$ cat config.mk
export PLATFORM = sky130hd
export DESIGN_NAME = linear_probe_hash_table_flat
export DESIGN_NICKNAME = d
export VERILOG_FILES = /design/src/rtl/lpht_pkg.sv /design/src/rtl/lpht_if.sv /design/src/rtl/lpht_hash.sv /design/src/rtl/lpht_mem.sv /design/src/rtl/linear_probe_hash_table.sv /design/src/flat_wrapper.sv
export VERILOG_INCLUDE_DIRS = /design/src /design/src/rtl
export SDC_FILE = /design/constraint.sdc
export NUM_CORES = 2
export LEC_CHECK = 0
export ABC_AREA = 1
export CAP_MARGIN = 20
export CELL_PAD_IN_SITES_DETAIL_PLACEMENT = 1
export CELL_PAD_IN_SITES_GLOBAL_PLACEMENT = 1
export CORE_ASPECT_RATIO = 0.6
export CORE_MARGIN = 2
export CORE_UTILIZATION = 55
export DETAILED_ROUTE_END_ITERATION = 7
export DONT_BUFFER_PORTS = 1
export HOLD_SLACK_MARGIN = 0.12
export PLACE_DENSITY = 0.87
export SYNTH_ARGS = -nofsm -noshare
export SYNTH_HDL_FRONTEND = slang
export SYNTH_SLANG_ARGS = --single-unit
$ cat constraint.sdc
create_clock -name clk -period 15.15 [get_ports clk]
set_input_delay 2.2725 -clock clk [delete_from_list [all_inputs] [get_ports clk]]
set_output_delay 2.2725 -clock clk [all_outputs]
set_load 0.03 [all_outputs]
$ cat src/rtl/linear_probe_hash_table_macros.svh
// assertion macros for the hash table rtl
`ifndef LINEAR_PROBE_HASH_TABLE_MACROS_SVH
`define LINEAR_PROBE_HASH_TABLE_MACROS_SVH

// condition that must hold at every clock edge out of reset
`define LPHT_ASSERT_ALWAYS(lbl, cond, msg) \
	lbl: assert property (@(posedge clk) disable iff (!arst_n) (cond)) \
		else $error(msg);

// same-cycle implication
`define LPHT_ASSERT_IMPL(lbl, ante, cons, msg) \
	lbl: assert property (@(posedge clk) disable iff (!arst_n) (ante) |-> (cons)) \
		else $error(msg);

`endif

$ cat src/rtl/lpht_pkg.sv
package lpht_pkg;

	localparam int CMD_W    = 2;
	localparam int KEY_W    = 64;
	localparam int VALUE_W  = 32;
	localparam int STATUS_W = 2;

	localparam logic [CMD_W-1:0] CMD_PUT    = 2'd0;
	localparam logic [CMD_W-1:0] CMD_GET    = 2'd1;
	localparam logic [CMD_W-1:0] CMD_REMOVE = 2'd2;
	localparam logic [CMD_W-1:0] CMD_CLEAR  = 2'd3;

	localparam logic [STATUS_W-1:0] STATUS_OK        = 2'd0;
	localparam logic [STATUS_W-1:0] STATUS_NOT_FOUND = 2'd1;
	localparam logic [STATUS_W-1:0] STATUS_FULL      = 2'd2;

	typedef logic [CMD_W-1:0]    cmd_t;
	typedef logic [KEY_W-1:0]    key_t;
	typedef logic [VALUE_W-1:0]  value_t;
	typedef logic [STATUS_W-1:0] status_t;

endpackage

$ cat src/rtl/lpht_if.sv
interface lpht_in_if;
	logic              valid;
	logic              ready;
	lpht_pkg::cmd_t    command;
	lpht_pkg::key_t    key;
	lpht_pkg::value_t  value;

	modport source (output valid, command, key, value, input ready);
	modport sink (input valid, command, key, value, output ready);
endinterface

interface lpht_out_if;
	logic              valid;
	logic              ready;
	lpht_pkg::status_t status;
	lpht_pkg::value_t  value_out;

	modport source (output valid, status, value_out, input ready);
	modport sink (input valid, status, value_out, output ready);
endinterface

$ cat src/rtl/lpht_hash.sv
module lpht_hash #(
	parameter int CAPACITY  = 16,
	parameter int KEY_BYTES = 8
) (
	input  logic                          clk,
	input  logic                          arst_n,
	input  logic                          start,
	input  logic [8*KEY_BYTES-1:0]        key,
	output logic                          done,
	output logic [$clog2(CAPACITY)-1:0]   home
);

	localparam int ADDR_W  = $clog2(CAPACITY);
	localparam int SUM_W   = $clog2(KEY_BYTES * 255 + 1);
	localparam int SHIFT   = SUM_W + ADDR_W;
	localparam int RECIP_W = SUM_W + 2;
	localparam int PROD_W  = SUM_W + RECIP_W;
	localparam int QC_W    = SUM_W + ADDR_W + 1;
	localparam longint unsigned RECIP =
		((64'd1 << SHIFT) + 64'(CAPACITY) - 64'd1) / 64'(CAPACITY);

	logic [SUM_W-1:0]  byte_sum;
	logic [PROD_W-1:0] recip_prod;
	logic [QC_W-1:0]   quot_prod;
	logic [SUM_W-1:0]  rem;
	logic              vld_s1;
	logic              vld_s2;
	logic [SUM_W-1:0]  sum_s1;
	logic [SUM_W-1:0]  sum_s2;
	logic [SUM_W-1:0]  quot_s2;
	logic [ADDR_W-1:0] home_q;
	logic              done_q;

	always_comb begin
		byte_sum = '0;
		for (int b = 0; b < KEY_BYTES; b++) begin
			byte_sum = byte_sum + SUM_W'(key[8*b +: 8]);
		end
	end

	// quotient by the rounded-up reciprocal of the capacity, exact for every byte sum
	assign recip_prod = PROD_W'(sum_s1) * PROD_W'(RECIP);
	assign quot_prod  = QC_W'(quot_s2) * QC_W'(CAPACITY);
	assign rem        = sum_s2 - quot_prod[SUM_W-1:0];

	always_ff @(posedge clk or negedge arst_n) begin
		if (!arst_n) begin
			vld_s1  <= 1'b0;
			vld_s2  <= 1'b0;
			done_q  <= 1'b0;
			sum_s1  <= '0;
			sum_s2  <= '0;
			quot_s2 <= '0;
			home_q  <= '0;
		end else begin
			vld_s1 <= start;
			vld_s2 <= vld_s1;
			done_q <= vld_s2;
			if (start) begin
				sum_s1 <= byte_sum;
			end
			if (vld_s1) begin
				sum_s2  <= sum_s1;
				quot_s2 <= SUM_W'(recip_prod >> SHIFT);
			end
			if (vld_s2) begin
				home_q <= ADDR_W'(rem);
			end
		end
	end

	assign done = done_q;
	assign home = home_q;

endmodule

$ cat src/rtl/lpht_mem.sv
module lpht_mem #(
	parameter int DEPTH = 16,
	parameter int WIDTH = 97
) (
	input  logic                     clk,
	input  logic                     we,
	input  logic [$clog2(DEPTH)-1:0] waddr,
	input  logic [WIDTH-1:0]         wdata,
	input  logic [$clog2(DEPTH)-1:0] raddr,
	output logic [WIDTH-1:0]         rdata
);

	logic [WIDTH-1:0] mem [DEPTH];

	always_ff @(posedge clk) begin
		if (we) begin
			mem[waddr] <= wdata;
		end
	end

	always_ff @(posedge clk) begin
		rdata <= mem[raddr];
	end

endmodule

$ cat src/rtl/linear_probe_hash_table.sv
// Hash table of CAPACITY key/value slots with linear probing, one command at a time.
// A command is taken while in_ch.ready is high. Put, get and get-and-remove first form
// the home slot in registered steps (byte sum of the key, quotient by the
// capacity through a reciprocal multiplication, remainder), then walk the slot memory
// from home one slot per cycle through its single read port, each slot checked the
// cycle after its read. The walk ends at the first slot that decides the command, or
// once it has covered every slot, as a miss does; the result then moves to the output
// register, and in_ch.ready returns as it does so. A put on a full table skips the
// walk and answers once the home slot is formed. A clear sweeps the memory one slot
// per cycle and then answers; the same sweep runs after reset before the first command
// is taken. A finished result waits in the output register while the next command is
// taken, and a newer result holds the table until that register is free.
`include "linear_probe_hash_table_macros.svh"

module linear_probe_hash_table #(
	parameter int CAPACITY   = 16,
	parameter int KEY_BYTES  = 8,
	parameter int VALUE_BITS = 32
) (
	input  logic        clk,
	input  logic        arst_n,
	lpht_in_if.sink     in_ch,
	lpht_out_if.source  out_ch
);

	localparam int ADDR_W   = $clog2(CAPACITY);
	localparam int CNT_W    = $clog2(CAPACITY + 1);
	localparam int KEY_BITS = 8 * KEY_BYTES;
	localparam int MW       = 1 + KEY_BITS + VALUE_BITS;
	localparam int VW       = (VALUE_BITS > lpht_pkg::VALUE_W) ? VALUE_BITS : lpht_pkg::VALUE_W;

	localparam logic [2:0] ST_INIT   = 3'd0;
	localparam logic [2:0] ST_IDLE   = 3'd1;
	localparam logic [2:0] ST_HASH   = 3'd2;
	localparam logic [2:0] ST_PROBE  = 3'd3;
	localparam logic [2:0] ST_CLEAR  = 3'd4;
	localparam logic [2:0] ST_RESULT = 3'd5;

	logic [2:0]              state_q;
	logic [ADDR_W-1:0]       addr_q;
	logic [ADDR_W-1:0]       addr_next;
	logic [CNT_W-1:0]        cnt_q;
	logic [CNT_W-1:0]        issued_q;
	lpht_pkg::cmd_t          cmd_q;
	logic [KEY_BITS-1:0]     key_q;
	logic [VALUE_BITS-1:0]   val_q;
	lpht_pkg::status_t       res_status_q;
	lpht_pkg::value_t        res_value_q;
	logic                    out_valid_q;
	lpht_pkg::status_t       out_status_q;
	lpht_pkg::value_t        out_value_q;

	logic                    rd_vld_s1;
	logic                    rd_last_s1;
	logic [ADDR_W-1:0]       rd_addr_s1;

	logic                    in_accept;
	logic                    hash_start;
	logic                    hash_done;
	logic [ADDR_W-1:0]       hash_home;

	logic                    mem_we;
	logic [ADDR_W-1:0]       mem_waddr;
	logic [MW-1:0]           mem_wdata;
	logic [MW-1:0]           mem_rdata;

	logic                    rd_used;
	logic [KEY_BITS-1:0]     rd_key;
	logic [VALUE_BITS-1:0]   rd_val;
	logic [VW-1:0]           in_val_ext;
	logic [VW-1:0]           rd_val_ext;
	logic                    issue;
	logic                    slot_match;
	logic                    probe_hit;
	logic                    probe_miss_end;
	logic                    put_hit;
	logic                    mem_sweep;
	logic                    out_load;

	assign in_ch.ready = (state_q == ST_IDLE);
	assign in_accept   = in_ch.valid && in_ch.ready;
	assign hash_start  = in_accept && (in_ch.command != lpht_pkg::CMD_CLEAR);

	assign addr_next = (addr_q == ADDR_W'(CAPACITY - 1)) ? '0 : addr_q + 1'b1;

	assign rd_used    = mem_rdata[MW-1];
	assign rd_key     = mem_rdata[MW-2 -: KEY_BITS];
	assign rd_val     = mem_rdata[VALUE_BITS-1:0];
	assign in_val_ext = VW'(in_ch.value);
	assign rd_val_ext = VW'(rd_val);

	assign issue          = (state_q == ST_PROBE) && (issued_q != CNT_W'(CAPACITY));
	assign slot_match     = (cmd_q == lpht_pkg::CMD_PUT) ? !rd_used
	                                                     : (rd_used && (rd_key == key_q));
	assign probe_hit      = (state_q == ST_PROBE) && rd_vld_s1 && slot_match;
	assign probe_miss_end = (state_q == ST_PROBE) && rd_vld_s1 && !slot_match && rd_last_s1;
	assign put_hit        = probe_hit && (cmd_q == lpht_pkg::CMD_PUT);
	assign mem_sweep      = (state_q == ST_INIT) || (state_q == ST_CLEAR);
	assign out_load       = (state_q == ST_RESULT) && (!out_valid_q || out_ch.ready);

	lpht_hash #(
		.CAPACITY  (CAPACITY),
		.KEY_BYTES (KEY_BYTES)
	) u_hash (
		.clk    (clk),
		.arst_n (arst_n),
		.start  (hash_start),
		.key    (in_ch.key[KEY_BITS-1:0]),
		.done   (hash_done),
		.home   (hash_home)
	);

	always_comb begin
		mem_we    = 1'b0;
		mem_waddr = addr_q;
		mem_wdata = '0;
		priority if (mem_sweep) begin
			mem_we = 1'b1;
		end else if (put_hit) begin
			mem_we    = 1'b1;
			mem_waddr = rd_addr_s1;
			mem_wdata = {1'b1, key_q, val_q};
		end else if (probe_hit && (cmd_q == lpht_pkg::CMD_REMOVE)) begin
			mem_we    = 1'b1;
			mem_waddr = rd_addr_s1;
			mem_wdata = {1'b0, rd_key, rd_val};
		end
	end

	lpht_mem #(
		.DEPTH (CAPACITY),
		.WIDTH (MW)
	) u_mem (
		.clk   (clk),
		.we    (mem_we),
		.waddr (mem_waddr),
		.wdata (mem_wdata),
		.raddr (addr_q),
		.rdata (mem_rdata)
	);

	always_ff @(posedge clk or negedge arst_n) begin
		if (!arst_n) begin
			state_q      <= ST_INIT;
			addr_q       <= '0;
			cnt_q        <= '0;
			issued_q     <= '0;
			cmd_q        <= lpht_pkg::CMD_PUT;
			key_q        <= '0;
			val_q        <= '0;
			res_status_q <= lpht_pkg::STATUS_OK;
			res_value_q  <= '0;
			rd_vld_s1    <= 1'b0;
			rd_last_s1   <= 1'b0;
			rd_addr_s1   <= '0;
		end else begin
			unique case (state_q)
				ST_INIT: begin
					addr_q <= addr_next;
					if (addr_q == ADDR_W'(CAPACITY - 1)) begin
						state_q <= ST_IDLE;
					end
				end
				ST_IDLE: begin
					if (in_accept) begin
						cmd_q <= in_ch.command;
						key_q <= in_ch.key[KEY_BITS-1:0];
						val_q <= in_val_ext[VALUE_BITS-1:0];
						if (in_ch.command == lpht_pkg::CMD_CLEAR) begin
							addr_q  <= '0;
							state_q <= ST_CLEAR;
						end else begin
							state_q <= ST_HASH;
						end
					end
				end
				ST_HASH: begin
					if (hash_done) begin
						if ((cmd_q == lpht_pkg::CMD_PUT) && (cnt_q == CNT_W'(CAPACITY))) begin
							res_status_q <= lpht_pkg::STATUS_FULL;
							res_value_q  <= '0;
							state_q      <= ST_RESULT;
						end else begin
							addr_q    <= hash_home;
							issued_q  <= '0;
							rd_vld_s1 <= 1'b0;
							state_q   <= ST_PROBE;
						end
					end
				end
				ST_PROBE: begin
					// read of the next slot overlaps the check of the one just read
					rd_vld_s1 <= issue && !probe_hit && !probe_miss_end;
					if (issue) begin
						rd_addr_s1 <= addr_q;
						rd_last_s1 <= (issued_q == CNT_W'(CAPACITY - 1));
						addr_q     <= addr_next;
						issued_q   <= issued_q + 1'b1;
					end
					if (probe_hit) begin
						res_status_q <= lpht_pkg::STATUS_OK;
						state_q      <= ST_RESULT;
						if (cmd_q == lpht_pkg::CMD_PUT) begin
							res_value_q <= '0;
							cnt_q       <= cnt_q + 1'b1;
						end else begin
							res_value_q <= rd_val_ext[lpht_pkg::VALUE_W-1:0];
							if (cmd_q == lpht_pkg::CMD_REMOVE) begin
								cnt_q <= cnt_q - 1'b1;
							end
						end
					end else if (probe_miss_end) begin
						res_status_q <= lpht_pkg::STATUS_NOT_FOUND;
						res_value_q  <= '0;
						state_q      <= ST_RESULT;
					end
				end
				ST_CLEAR: begin
					addr_q <= addr_next;
					if (addr_q == ADDR_W'(CAPACITY - 1)) begin
						cnt_q        <= '0;
						res_status_q <= lpht_pkg::STATUS_OK;
						res_value_q  <= '0;
						state_q      <= ST_RESULT;
					end
				end
				ST_RESULT: begin
					if (out_load) begin
						state_q <= ST_IDLE;
					end
				end
				default: begin
					state_q <= ST_IDLE;
				end
			endcase
		end
	end

	always_ff @(posedge clk or negedge arst_n) begin
		if (!arst_n) begin
			out_valid_q  <= 1'b0;
			out_status_q <= lpht_pkg::STATUS_OK;
			out_value_q  <= '0;
		end else if (out_load) begin
			out_valid_q  <= 1'b1;
			out_status_q <= res_status_q;
			out_value_q  <= res_value_q;
		end else if (out_ch.ready) begin
			out_valid_q <= 1'b0;
		end
	end

	assign out_ch.valid     = out_valid_q;
	assign out_ch.status    = out_status_q;
	assign out_ch.value_out = out_value_q;

	`LPHT_ASSERT_ALWAYS(a_cnt_bound, cnt_q <= CNT_W'(CAPACITY), "entry count above capacity")
	`LPHT_ASSERT_IMPL(a_put_room, put_hit, cnt_q < CNT_W'(CAPACITY), "put into a full table")
	`LPHT_ASSERT_IMPL(a_we_state, mem_we, mem_sweep || (state_q == ST_PROBE), "stray slot write")
	`LPHT_ASSERT_IMPL(a_miss_all, probe_miss_end, issued_q == CNT_W'(CAPACITY), "early miss")

endmodule

$ cat src/flat_wrapper.sv
// flat-port wrapper written by rule: the top's interface ports become plain ports
module linear_probe_hash_table_flat 
#(
	parameter int CAPACITY   = 16,
	parameter int KEY_BYTES  = 8,
	parameter int VALUE_BITS = 32
)
  (clk, arst_n, in_ch_valid, in_ch_command, in_ch_key, in_ch_value, in_ch_ready, out_ch_valid, out_ch_status, out_ch_value_out, out_ch_ready);
  lpht_in_if in_ch_i ();
  lpht_out_if out_ch_i ();
  input  logic clk;
  input  logic arst_n;
  input wire logic [$bits(in_ch_i.valid)-1:0] in_ch_valid;
  input wire logic [$bits(in_ch_i.command)-1:0] in_ch_command;
  input wire logic [$bits(in_ch_i.key)-1:0] in_ch_key;
  input wire logic [$bits(in_ch_i.value)-1:0] in_ch_value;
  output wire logic [$bits(in_ch_i.ready)-1:0] in_ch_ready;
  output wire logic [$bits(out_ch_i.valid)-1:0] out_ch_valid;
  output wire logic [$bits(out_ch_i.status)-1:0] out_ch_status;
  output wire logic [$bits(out_ch_i.value_out)-1:0] out_ch_value_out;
  input wire logic [$bits(out_ch_i.ready)-1:0] out_ch_ready;
  assign in_ch_i.valid = in_ch_valid;
  assign in_ch_i.command = in_ch_command;
  assign in_ch_i.key = in_ch_key;
  assign in_ch_i.value = in_ch_value;
  assign in_ch_ready = in_ch_i.ready;
  assign out_ch_valid = out_ch_i.valid;
  assign out_ch_status = out_ch_i.status;
  assign out_ch_value_out = out_ch_i.value_out;
  assign out_ch_i.ready = out_ch_ready;
  linear_probe_hash_table #(.CAPACITY(CAPACITY), .KEY_BYTES(KEY_BYTES), .VALUE_BITS(VALUE_BITS)) u_core (.clk(clk), .arst_n(arst_n), .in_ch(in_ch_i), .out_ch(out_ch_i));
endmodule
==> impl_metrics.csv <==
group,metric,value,unit
synth,synthMuxAreaShare,0.5306,%
timing,fin_setup_tns,0,ns
clock_tree,cts_setup_buffers,0,
timing,slew_violations,100,
place,placed_area,74140,µm²
hold_path,min_path_cells,2,
clock_tree,clk_pin_slew,0.07,ns
synth,ys_types,36,
timing,hold_violations,0,
critical_path,worst_ep_arrival_time,7.23,ns
critical_path,path_max_fanout,44,
timing,rsz0062_at_grt,"no",
synth,syn_area_per_cell,12.57,µm²
floorplan,ios,138,
global_routing,overflow,0,
global_routing,gr-usage-met2,56.06,%
route,dr.pass1.iters,6,
route,wl,241600,µm
synth,synthArstFlopShare,11.06,%
global_routing,grt_usage,35.64,%
floorplan,std_cell_rows,102,
timing,finalSetupViolCount,0,
floorplan,start_util,55.70,%
pwr,peakVddDrop,149.0,µV
synth,synth.area.top_cells,"edfxtp_1, dfrtp_1, o21ai_0",
layout,nets,5809,
synth,synth_xor_area_share,0.3641,%
layout,register_area,53690,µm²
synth,yosys_warnings,0,
job,cap_violations,0,
timing,max_freq,146.7,MHz
global_routing,grt_max_degree,220,
floorplan,die_w,471.6,µm
timing,max_slew_margin,-8.439,%
critical_path,path_class,"reg2reg",
clock_tree,cts.repair.resized,0,
layout,syn_to_final_growth,10.48,%
synth,synth_compound_area_share,11.21,%
synth,synth_top_family_by_area,"compound AO/OA/AOI/OAI gates",
layout,multi_input_area,16540,µm²
global_routing,grt_pass1_vias,53870,
route,drt-initial-drc-count,8311,
synth,synth_seq_cells,1854,
hold_path,hold_end,"u_core.res_value_q[13]",
place,routabilityCongestion,0.8551,
synth,synth-adder-area-share,0.6069,%
clock_tree,cts_hold_buf,0,
clock_tree,clock-root-buffer,"clkbuf_16",
global_routing,grt_first_pass_wirelength,353900,µm
synth,synth_edf_count,1552,
clock_tree,clkSinkCount,1854,
run_status,violations,"slew limit",
timing,fin_crit_sh,44.99,%
synth,synth_flop_cell,"edfxtp_1",
critical_path,timing.rr.start,"u_core.cmd_q[1]",
synth,synth_top_cells_by_count,"edfxtp_1, o21ai_0, nor2_1, nand2_1, clkbuf_1",
route,wl_per_cell,32.00,µm
route,drcViolationCount,0,
floorplan,fp.dieH,284.6,µm
place,hpwl,131200,µm
timing,worst_pin_slew,1.627,ns
clock_tree,cts_tree,"done",
clock_tree,cts_buffer_depth,3,
route,via_per_inst,6.782,
global_routing,met1_usage,48.28,%
global_routing,antenna_found_initial,19,
global_routing,met3_usage,7.162,%
synth,netlist_instances,5739,
synth,syn_area,72160,µm²
synth,synthSimpleGateAreaFrac,10.00,%
place,portBuffers,0,
layout,stdcell_area,79720,µm²
critical_path,reg2reg_slack,8.33,ns
critical_path,crit_required,15.57,ns
critical_path,end_kind,"register",
synth,synth.largest_area_cell,"edfxtp_1",
critical_path,start_kind,"register",
layout,layout-drive-gt1-share,8.004,%
synth,synth.net_count,5867,
layout,fillers,12400,
pwr,p_per_area,185.2,nW/µm²
critical_path,worstReg2RegEnd,"u_core.u_mem.mem[8][27]",
critical_path,r2r_cells,16,
global_routing,top_usage_layer,"met2",
route,ant_nets,0,
run_status,status,"finished with violations",
floorplan,core,129500,µm²
clock_tree,cts_made_buffers,163,
timing,fin_worst_skew,0.04575,ns
pwr,p_leak,25.72,nW
route,num_vias,51200,
clock_tree,htree_levels,4,
clock_tree,clock_latency,0.84,ns
synth,yosysTopAreaCellShare,64.59,%
floorplan,dieArea,134200,µm²
hold_path,hold_start,"u_core.u_mem.rdata[13]",
hold_path,hp-class,"reg2reg",
synth,yosysMostFrequentCell,"edfxtp_1",
timing,period_needed,6.815,ns
synth,ys_seq_area_share,74.39,%
metal layers:
layer | up-vias | wire length (µm) | part of all wire, %
met5 | - | 108 | 0.045
met4 | 18 | 10160 | 4.2
met3 | 670 | 27020 | 11
met2 | 3750 | 113600 | 47
met1 | 26080 | 90730 | 38
li1 | 20680 | - | -
cells in the final DEF, fill, tap and decap left out, types with 3 or more instances in the layout:
| master | synthesis | routed |
|---|---|---|
| edfxtp_1 | 1552 | 1552 |
| o21ai_0 | 928 | 923 |
| nor2_1 | 860 | 842 |
| nand2_1 | 719 | 718 |
| o22ai_1 | 246 | 246 |
| nand3_1 | 227 | 226 |
| dfrtp_1 | 205 | 202 |
| inv_1 | 180 | 175 |
| clkbuf_16 | 0 | 170 |
| o221ai_1 | 162 | 162 |
| buf_4 | 0 | 129 |
| dfxtp_1 | 97 | 97 |
| clkbuf_1 | 338 | 40 |
| mux2_2 | 34 | 34 |
| o211ai_1 | 32 | 32 |
| o21ai_1 | 26 | 30 |
| clkinv_2 | 0 | 24 |
| clkinv_1 | 1 | 23 |
| nor2_4 | 1 | 19 |
| clkbuf_8 | 0 | 19 |
| xnor2_1 | 18 | 18 |
| fa_1 | 15 | 15 |
| a21oi_1 | 13 | 13 |
| xor2_1 | 12 | 12 |
| nand4_1 | 12 | 12 |
| diode_2 | 0 | 11 |
| inv_6 | 0 | 11 |
| ha_1 | 11 | 11 |
| bufinv_16 | 0 | 9 |
| buf_12 | 0 | 8 |
| buf_6 | 0 | 6 |
| inv_2 | 4 | 4 |
| inv_4 | 0 | 4 |
| or2_2 | 3 | 3 |
| inv_8 | 0 | 3 |
| clkinvlp_4 | 0 | 3 |
| clkinv_8 | 0 | 3 |
| dfrtp_4 | 0 | 3 |
power breakdown:
part,switching [W],leakage [nW],internal [W]
Combinational,0.00297,7.40,0.000895
Sequential,0.000467,15.7,0.00615
Clock,0.00197,2.63,0.00232
registers in the layout (all words and copies together), names as in the netlist, 2 cells and up:
signal,flops
u_core.issued_q,5
u_core.key_q,64
u_core.u_hash.home,4
u_core.state_q,3
u_core.res_status_q,2
u_core.addr_q,4
u_core.cmd_q,2
u_core.res_value_q,32
u_core.u_mem.rdata,97
u_core.out_ch.value_out,32
u_core.u_mem.mem,1552
u_core.cnt_q,5
u_core.rd_addr_s1,4
u_core.out_ch.status,2
u_core.val_q,32
u_core.u_hash.sum_s2,4
u_core.u_hash.sum_s1,4
through the flow:
stage | worst slack [ns] | instances | total power [W] | utilization, % | hold slack [ns]
2_1_floorplan | 8.705 | 5739 | 0.008698 | - | 0.3519
3_3_place_gp | 9.253 | 7193 | 0.01003 | 57.12 | 0.4559
3_5_place_dp | 8.764 | 7209 | 0.01031 | 57.24 | 0.4700
4_1_cts | 8.590 | 7515 | 0.01461 | 61.37 | 0.4820
5_1_grt | 8.191 | 7542 | 0.01518 | 61.53 | 0.5156
6_report | 8.335 | 7549 | 0.01476 | 61.54 | 0.4827
how the worst max path moves through the flow:
stage | start | endpoint | slack (ns)
finish | u_core.cmd_q[1] | u_core.u_mem.mem[8][27] | 8.33
global route | u_core.cmd_q[1] | u_core.u_mem.mem[8][23] | 8.19
CTS | u_core.cmd_q[1] | u_core.u_mem.mem[8][23] | 8.59
detailed placement | u_core.cmd_q[1] | u_core.u_mem.mem[8][84] | 8.76
global placement | u_core.cmd_q[1] | u_core.u_mem.mem[11][37] | 9.25
floorplan | u_core.cmd_q[1] | u_core.u_mem.mem[0][0] | 8.71
critical path, cell delays in order, from the launching register on:
cell	delay [ns]
dfrtp_1	0.44
inv_2	0.10
nand2_2	0.19
nand2_1	0.08
nor2_1	0.51
nand2_1	0.24
nor2_1	0.22
nand2_1	0.08
nor2_1	0.13
nand3_1	0.43
nand2_2	0.34
nand3_2	0.40
o21ai_0	0.45
nand2_1	0.36
nor2_4	0.79
buf_4	0.72
buf_4	0.88
cell type report:
class	instances	area share [%]
tap	1716	2.693
clock buffer	229	5.853
timing repair buffer	145	1.554
antenna	11	0.03453
clock inverter	77	0.8664
sequential	1854	67.35
inverter	185	0.9056
multi-input combinational	3332	20.75
logic make-up after synthesis:
kind of cell	count (synthesis)
and+or+nand+nor	1829
adders and majority gates	26
AOI/OAI and AO/OA	1413
muxes	34
buffers and inverters	553
xor gates and xnor gates	30
DFF	1854
No activity file was read; power rests on OpenSTA's default activity.
